### src/rtl/core/i2r_pkg.sv
// Shared types, character constants and the base decoder for the radix converter.
`timescale 1ns / 1ps

package i2r_pkg;

   // Bits per digit; zero marks a base that cannot be converted.
   typedef logic [2:0] shift_type;

   localparam shift_type SHIFT_NONE = 3'd0;
   localparam int        MAX_SHIFT  = 5;

   localparam logic [7:0] CHAR_ZERO  = 8'h30;
   localparam logic [7:0] CHAR_UPPER = 8'h41;
   localparam logic [7:0] CHAR_MINUS = 8'h2D;
   localparam logic [7:0] CHAR_NUL   = 8'h00;
   localparam logic [4:0] DEC_DIGITS = 5'd10;

   typedef enum logic [2:0] {
      ST_IDLE,
      ST_SCAN,
      ST_SIGN,
      ST_DIGIT,
      ST_ERROR
   } state_type;

   typedef enum logic [1:0] {
      SEL_SIGN,
      SEL_DIGIT,
      SEL_ERROR
   } char_sel_type;

   typedef struct packed {
      logic         load;
      logic         advance;
      char_sel_type sel;
   } cmd_type;

   typedef struct packed {
      logic invalid;
      logic neg;
      logic lead_zero;
      logic one_left;
   } stat_type;

   // Only 2, 4, 8, 16 and 32 are accepted; everything else maps to SHIFT_NONE.
   function automatic shift_type base_to_shift(input logic [5:0] base);
      shift_type s;
      case (base)
         6'd2:    s = 3'd1;
         6'd4:    s = 3'd2;
         6'd8:    s = 3'd3;
         6'd16:   s = 3'd4;
         6'd32:   s = 3'd5;
         default: s = SHIFT_NONE;
      endcase
      return s;
   endfunction

endpackage

### src/rtl/core/int_to_pow2_radix_ascii.sv
// Top level of the signed integer to power-of-two radix ASCII converter.
`timescale 1ns / 1ps

// Channel   Direction  Beat contents
// req_      in         req_value (signed), req_base
// rsp_      out        rsp_character, rsp_last, rsp_status
//
// One request beat is taken while the block is idle. The cycle after it, the
// datapath scans the magnitude from its most significant digit, dropping one
// leading zero digit per cycle, then sends an optional '-' and one digit per
// response beat. An unsupported base gives one beat with status set. Reset
// is synchronous and only returns the controller to idle. A stalled response
// holds its beat unchanged.

module int_to_pow2_radix_ascii #(
   parameter int VALUE_WIDTH = 32
) (
   input  logic                          clock,
   input  logic                          reset,
   input  logic                          req_valid,
   output logic                          req_ready,
   input  logic signed [VALUE_WIDTH-1:0] req_value,
   input  logic [5:0]                    req_base,
   output logic                          rsp_valid,
   input  logic                          rsp_ready,
   output logic [7:0]                    rsp_character,
   output logic                          rsp_last,
   output logic                          rsp_status
);

   // Commands from the controller and flags back from the datapath.
   i2r_pkg::cmd_type  cmd;
   i2r_pkg::stat_type stat;

   i2r_ctrl u_ctrl (
      .clock     (clock),
      .reset     (reset),
      .req_valid (req_valid),
      .req_ready (req_ready),
      .rsp_valid (rsp_valid),
      .rsp_ready (rsp_ready),
      .stat      (stat),
      .cmd       (cmd)
   );

   // The datapath holds the magnitude left-aligned on digit boundaries, so
   // the digit to send is always at the top of its shift register.
   i2r_dp #(
      .VALUE_WIDTH (VALUE_WIDTH)
   ) u_dp (
      .clock         (clock),
      .req_value     (req_value),
      .req_base      (req_base),
      .cmd           (cmd),
      .stat          (stat),
      .rsp_character (rsp_character),
      .rsp_last      (rsp_last),
      .rsp_status    (rsp_status)
   );

endmodule

### src/rtl/core/i2r_ctrl.sv
// Sequencing state machine for the radix converter.
`timescale 1ns / 1ps

module i2r_ctrl (
   input  logic             clock,
   input  logic             reset,
   input  logic             req_valid,
   output logic             req_ready,
   output logic             rsp_valid,
   input  logic             rsp_ready,
   input  i2r_pkg::stat_type stat,
   output i2r_pkg::cmd_type  cmd
);

   i2r_pkg::state_type state_ff, state_in;

   always_ff @(posedge clock) begin
      if (reset) begin
         state_ff <= i2r_pkg::ST_IDLE;
      end else begin
         state_ff <= state_in;
      end
   end

   always_comb begin
      state_in = state_ff;
      case (state_ff)
         i2r_pkg::ST_IDLE: begin
            if (req_valid) begin
               state_in = i2r_pkg::ST_SCAN;
            end
         end
         i2r_pkg::ST_SCAN: begin
            if (stat.invalid) begin
               state_in = i2r_pkg::ST_ERROR;
            end else if (!(stat.lead_zero && !stat.one_left)) begin
               state_in = stat.neg ? i2r_pkg::ST_SIGN : i2r_pkg::ST_DIGIT;
            end
         end
         i2r_pkg::ST_SIGN: begin
            if (rsp_ready) begin
               state_in = i2r_pkg::ST_DIGIT;
            end
         end
         i2r_pkg::ST_DIGIT: begin
            if (rsp_ready && stat.one_left) begin
               state_in = i2r_pkg::ST_IDLE;
            end
         end
         i2r_pkg::ST_ERROR: begin
            if (rsp_ready) begin
               state_in = i2r_pkg::ST_IDLE;
            end
         end
         default: begin
            state_in = i2r_pkg::ST_IDLE;
         end
      endcase
   end

   always_comb begin
      req_ready   = 1'b0;
      rsp_valid   = 1'b0;
      cmd.load    = 1'b0;
      cmd.advance = 1'b0;
      cmd.sel     = i2r_pkg::SEL_DIGIT;
      case (state_ff)
         i2r_pkg::ST_IDLE: begin
            req_ready = 1'b1;
            cmd.load  = req_valid;
         end
         i2r_pkg::ST_SCAN: begin
            cmd.advance = !stat.invalid && stat.lead_zero && !stat.one_left;
         end
         i2r_pkg::ST_SIGN: begin
            rsp_valid = 1'b1;
            cmd.sel   = i2r_pkg::SEL_SIGN;
         end
         i2r_pkg::ST_DIGIT: begin
            rsp_valid   = 1'b1;
            cmd.advance = rsp_ready;
         end
         i2r_pkg::ST_ERROR: begin
            rsp_valid = 1'b1;
            cmd.sel   = i2r_pkg::SEL_ERROR;
         end
         default: begin
            req_ready = 1'b0;
         end
      endcase
   end

endmodule

### src/rtl/core/i2r_dp.sv
// Datapath of the radix converter: magnitude shifter, digit counter, character coder.
`timescale 1ns / 1ps

module i2r_dp #(
   parameter int VALUE_WIDTH = 32
) (
   input  logic                   clock,
   input  logic signed [VALUE_WIDTH-1:0] req_value,
   input  logic [5:0]             req_base,
   input  i2r_pkg::cmd_type       cmd,
   output i2r_pkg::stat_type      stat,
   output logic [7:0]             rsp_character,
   output logic                   rsp_last,
   output logic                   rsp_status
);

   localparam int PAD_W = i2r_pkg::MAX_SHIFT - 1;
   localparam int WORD_W = VALUE_WIDTH + PAD_W;
   localparam int CNT_W = $clog2(VALUE_WIDTH + 1);

   // Digit positions for each digit size, and the zero bits added on top so
   // that the word splits into whole digits.
   localparam int POS1 = VALUE_WIDTH;
   localparam int POS2 = (VALUE_WIDTH + 1) / 2;
   localparam int POS3 = (VALUE_WIDTH + 2) / 3;
   localparam int POS4 = (VALUE_WIDTH + 3) / 4;
   localparam int POS5 = (VALUE_WIDTH + 4) / 5;
   localparam int PAD2 = POS2 * 2 - VALUE_WIDTH;
   localparam int PAD3 = POS3 * 3 - VALUE_WIDTH;
   localparam int PAD4 = POS4 * 4 - VALUE_WIDTH;
   localparam int PAD5 = POS5 * 5 - VALUE_WIDTH;

   logic [WORD_W-1:0]      word_ff, word_in;
   logic [CNT_W-1:0]       count_ff, count_in;
   i2r_pkg::shift_type     shift_ff, shift_in;
   logic                   neg_ff, neg_in;

   logic [VALUE_WIDTH-1:0] mag;
   logic [2:0]             pad;
   logic [CNT_W-1:0]       positions;
   logic [4:0]             top_bits;
   logic [4:0]             digit;

   always_comb begin
      pad       = 3'd0;
      positions = CNT_W'(POS1);
      case (shift_in)
         3'd2: begin
            pad       = 3'(PAD2);
            positions = CNT_W'(POS2);
         end
         3'd3: begin
            pad       = 3'(PAD3);
            positions = CNT_W'(POS3);
         end
         3'd4: begin
            pad       = 3'(PAD4);
            positions = CNT_W'(POS4);
         end
         3'd5: begin
            pad       = 3'(PAD5);
            positions = CNT_W'(POS5);
         end
         default: begin
            pad       = 3'd0;
            positions = CNT_W'(POS1);
         end
      endcase
   end

   always_comb begin
      mag      = req_value[VALUE_WIDTH-1] ? (~req_value + 1'b1) : req_value;
      word_in  = word_ff;
      count_in = count_ff;
      shift_in = i2r_pkg::base_to_shift(req_base);
      neg_in   = req_value[VALUE_WIDTH-1];
      if (cmd.load) begin
         word_in  = {mag, PAD_W'(0)} >> pad;
         count_in = positions;
      end else begin
         shift_in = shift_ff;
         neg_in   = neg_ff;
         if (cmd.advance) begin
            word_in  = word_ff << shift_ff;
            count_in = count_ff - 1'b1;
         end
      end
   end

   always_ff @(posedge clock) begin
      word_ff  <= word_in;
      count_ff <= count_in;
      shift_ff <= shift_in;
      neg_ff   <= neg_in;
   end

   // The current digit sits in the top shift_ff bits of the word.
   assign top_bits = word_ff[WORD_W-1 -: i2r_pkg::MAX_SHIFT];
   assign digit    = top_bits >> (3'(i2r_pkg::MAX_SHIFT) - shift_ff);

   assign stat.invalid   = (shift_ff == i2r_pkg::SHIFT_NONE);
   assign stat.neg       = neg_ff;
   assign stat.lead_zero = (digit == 5'd0);
   assign stat.one_left  = (count_ff == CNT_W'(1));

   always_comb begin
      rsp_character = i2r_pkg::CHAR_NUL;
      rsp_last      = 1'b0;
      rsp_status    = 1'b0;
      case (cmd.sel)
         i2r_pkg::SEL_SIGN: begin
            rsp_character = i2r_pkg::CHAR_MINUS;
         end
         i2r_pkg::SEL_DIGIT: begin
            if (digit < i2r_pkg::DEC_DIGITS) begin
               rsp_character = i2r_pkg::CHAR_ZERO + {3'b000, digit};
            end else begin
               rsp_character = i2r_pkg::CHAR_UPPER + {3'b000, digit}
                               - {3'b000, i2r_pkg::DEC_DIGITS};
            end
            rsp_last = stat.one_left;
         end
         i2r_pkg::SEL_ERROR: begin
            rsp_last   = 1'b1;
            rsp_status = 1'b1;
         end
         default: begin
            rsp_character = i2r_pkg::CHAR_NUL;
         end
      endcase
   end

endmodule

### config.mk
export PLATFORM = sky130hd
export DESIGN_NAME = int_to_pow2_radix_ascii
export DESIGN_NICKNAME = d
export VERILOG_FILES = /design/src/rtl/core/i2r_pkg.sv /design/src/rtl/core/int_to_pow2_radix_ascii.sv /design/src/rtl/core/i2r_ctrl.sv /design/src/rtl/core/i2r_dp.sv
export SDC_FILE = /design/constraint.sdc
export NUM_CORES = 1
export LEC_CHECK = 0
export BUFFER_PORTS_ARGS = -buffer_cell sky130_fd_sc_hd__clkbuf_2
export CAP_MARGIN = 20
export CORE_ASPECT_RATIO = 0.75
export CORE_MARGIN = 4
export CORE_UTILIZATION = 38
export CTS_CLUSTER_SIZE = 30
export DETAILED_ROUTE_END_ITERATION = 12
export PLACE_DENSITY = 0.56
export SLEW_MARGIN = 40
export SYNTH_ARGS = -nofsm -noshare
export SYNTH_HDL_FRONTEND = slang
export SYNTH_HIERARCHICAL = 1
export SYNTH_SLANG_ARGS = --single-unit
export TNS_END_PERCENT = 100
### constraint.sdc
create_clock -name clock -period 6.4 [get_ports clock]
set_input_delay 0.96 -clock clock [delete_from_list [all_inputs] [get_ports clock]]
set_output_delay 0.96 -clock clock [all_outputs]
set_load 0.02 [all_outputs]
==> results.py <==
metrics = {
    "routing": {
        "met2_length_mm": 5.56,
        "drt_iter0_drc": 860,
        "wl_mm": 14.8,
        "viasPerCell": 5.95,
        "top_layer": "met4",
        "firstDrtPassIters": 6,
        "routedWlPerCell_um": 18.4,
        "post-route-drc-count": 0,
        "via_count": 4799,
        "wl_met3_mm": 1.41,
        "wl_met1_mm": 7.70,
        "drtAntennaViolNets": 0,
    },
    "synth": {
        "ys_types": 70,
        "synth_edf_count": 43,
        "synthFlopType": "edfxtp_1",
        "yosysSeqAreaShare": 0.278,
        "synthArstFlopShare": 0,
        "synth.avg_cell_area_um2": 8.27,
        "synth-seq-cells": 49,
        "yosysWarnings": 6,
        "synth_cells": 613,
        "synth_area_mm2": 0.00507,
        "synth_nets": 662,
    },
    "die": {
        "die_x_um": 141,
        "ios": 54,
        "rows": 36,
        "initial_core_util": 0.389,
        "dieArea_mm2": 0.0153,
        "core_area_mm2": 0.0130,
        "dieHeight_um": 108,
    },
    "run_status": {
        "status": "finished clean",
    },
    "timing": {
        "tns_ns": 0,
        "hold_viol": 0,
        "max_freq_mhz": 258,
        "finalMaxSlewViolations": 0,
        "setup_viol": 0,
        "fin_crit_sh": 0.606,
        "finalCriticalPeriod_ns": 3.88,
        "max-slew-margin-rel": 0.481,
        "hold_slack_ns": 0.676,
        "rsz0062_at_grt": "no",
        "tightest_slew_ns": 0.777,
        "finalClockSkew_ns": 0.00388,
        "worst_slack_ns": 2.52,
    },
    "placed_design": {
        "finalWeightedCongestion": 0.921,
        "pre_cts_ws_ns": 2.42,
        "io_buffer_count": 52,
        "hpwlAfterDp_mm": 10.9,
        "dp_cells": 798,
    },
    "power": {
        "p_int_uw": 950,
        "clkPwrFrac": 0.231,
        "vdd_drop_max_mv": 0.176,
        "power.share.switching": 0.388,
        "combPwrFrac": 0.424,
        "p_sw_uw": 601,
        "total_leakage_power_nw": 2.03,
        "cellPowerDensity_mw_per_mm2": 278,
        "seqPwrFrac": 0.345,
    },
    "clocking": {
        "cts_buffers": 5,
        "root_buffer": "clkbuf_16",
        "post_cts_resized": 0,
        "cts_tree": "built",
        "clock_latency_ns": 0.30,
        "ctsHoldBuffers": 0,
        "cts_buffer_depth": 2,
        "cts.sinks": 49,
        "clkTransAtPathRegs_ns": 0.07,
        "postCtsSetupBuffers": 0,
        "h-tree-depth": 2,
    },
    "layout": {
        "layout_common_cells": "nand2_1 (88), nor2_1 (58), clkbuf_2 (52), mux2i_1 (43), edfxtp_1 (43)",
        "nets": 683,
        "nFillCells": 1264,
        "multiInputGateArea_mm2": 0.00341,
        "area_delta_synth_final_pct": 10.1,
        "seq_area_mm2": 0.00141,
        "mostFrequentLayoutCell": "nand2_1",
        "antenna_cells": 0,
        "drive_above_1_share": 0.159,
        "stdcell_count": 806,
    },
    "global_routing": {
        "first_global_vias": 4310,
        "antenna_found_initial": 0,
        "grt_use_total": 0.192,
        "overflow": 0,
        "grt_pass1_wl_mm": 23.4,
        "grt_max_degree": 61,
    },
    "worst_setup_path": {
        "crit_type": "register to primary output",
        "startpoint_type": "register",
        "crit_path_max_fanout": 23,
        "r2r-end": "u_dp/word_ff[5]",
        "regToRegStartpoint": "u_ctrl/state_ff[1]",
        "reg2reg_depth": 8,
        "crit_path_end_kind": "primary output",
        "cp.required_ns": 5.44,
        "endpoint": "rsp_character[4]",
        "crit_arrival_ns": 2.92,
        "regToRegSetupSlack_ns": 2.79,
        "critPathLaunch": "u_dp/shift_ff[1]",
    },
    "job": {
        "cap_violations": 0,
    },
    "min_path": {
        "hold_path.class": "register to register",
        "holdCritStartpoint": "u_dp/count_ff[0]",
    },
}
[per-stage QoR]
stage	util	total power, mW	instance area, µm²
floorplan	-	0.998	5070
global placement	0.413	1.18	5380
detailed placement	0.414	1.18	5390
CTS	0.429	1.54	5580
global route	0.429	1.64	5580
finish	0.429	1.55	5580
[flip-flops by register name (all words and copies together), names as in the netlist]
| signal | flops |
|---|---|
| u_dp/word_ff | 36 |
| u_dp/shift_ff | 3 |
| u_dp/count_ff | 6 |
| u_ctrl/state_ff | 3 |
| u_dp/neg_ff | 1 |
[Yosys cell counts, drive strengths merged, types with 5 or more instances]
library cell	instances	area share
a211oi	14	0.021
a21oi	42	0.041
a31oi	9	0.011
and2	9	0.011
buf	24	0.027
clkbuf	19	0.014
dfxtp	6	0.024
edfxtp	43	0.25
ha	7	0.017
inv	15	0.011
mux2	7	0.016
mux2i	44	0.089
nand2	88	0.065
nand3	10	0.012
nor2	58	0.043
nor2b	14	0.017
nor3	13	0.014
nor4	5	0.015
o211ai	8	0.012
o21ai	40	0.040
o22ai	10	0.012
o31ai	12	0.018
o41ai	9	0.022
xnor2	15	0.026
xor2	24	0.041
[worst max-delay path, cell delays in order (launching register included)]
cell and delay [ns]:
dfxtp_1 0.31, inv_1 0.57, and3_1 0.34, a21oi_1 0.06, o22ai_1 0.36, inv_1 0.09
ha_1 0.23, a21oi_1 0.20, mux2i_1 0.10, a21boi_0 0.18, clkbuf_2 0.19
[power by group through the flow]
stage,Combinational [mW],Sequential (mW),Clock (mW)
4_1_cts,0.648,0.533,0.359
3_5_place_dp,0.642,0.540,0
2_1_floorplan,0.490,0.508,0
3_3_place_gp,0.639,0.539,0
5_1_grt,0.725,0.545,0.371
6_report,0.658,0.535,0.358
[cells by family after synthesis]
| kind of cell | count (synthesis) | synth area share |
|---|---|---|
| AO/OA/AOI/OAI | 186 | 0.250 |
| adder cells (fa/ha/maj) | 7 | 0.0173 |
| XOR/XNOR | 39 | 0.0674 |
| multiplexers | 55 | 0.123 |
| buffers and inverters | 58 | 0.0521 |
| AND/OR/NAND/NOR | 218 | 0.211 |
| other | 1 | 0.000740 |
| flip-flops | 49 | 0.278 |
[metal layers]
| layer | vias to the layer above | global-route usage |
|---|---|---|
| met2 | 264 | 0.249 |
| met4 | 0 | 0.0336 |
| met3 | 11 | 0.0309 |
| li1 | 2316 | - |
| met5 | - | 0 |
| met1 | 2208 | 0.325 |
[worst min-delay path by stage]
stage / endpoint / slack (ns) / cells after the start
final: u_dp/count_ff[0] / 0.68 / 1
after global placement: u_ctrl/state_ff[1] / 0.65 / 2
after floorplan: u_ctrl/state_ff[2] / 0.54 / 2
after CTS: u_dp/count_ff[0] / 0.67 / 1
after detailed placement: u_dp/count_ff[0] / 0.66 / 1
after global routing: u_ctrl/state_ff[0] / 0.72 / 3
[cell type report]
type | instances | area share
multi-input cells | 506 | 0.610
flip-flops and latches | 49 | 0.253
repair buffers | 57 | 0.0533
well taps | 171 | 0.0383
clock buffers | 5 | 0.0224
clock inverters | 3 | 0.0123
inverters | 15 | 0.0101
Note: power is estimated with default switching activity, not from simulation.
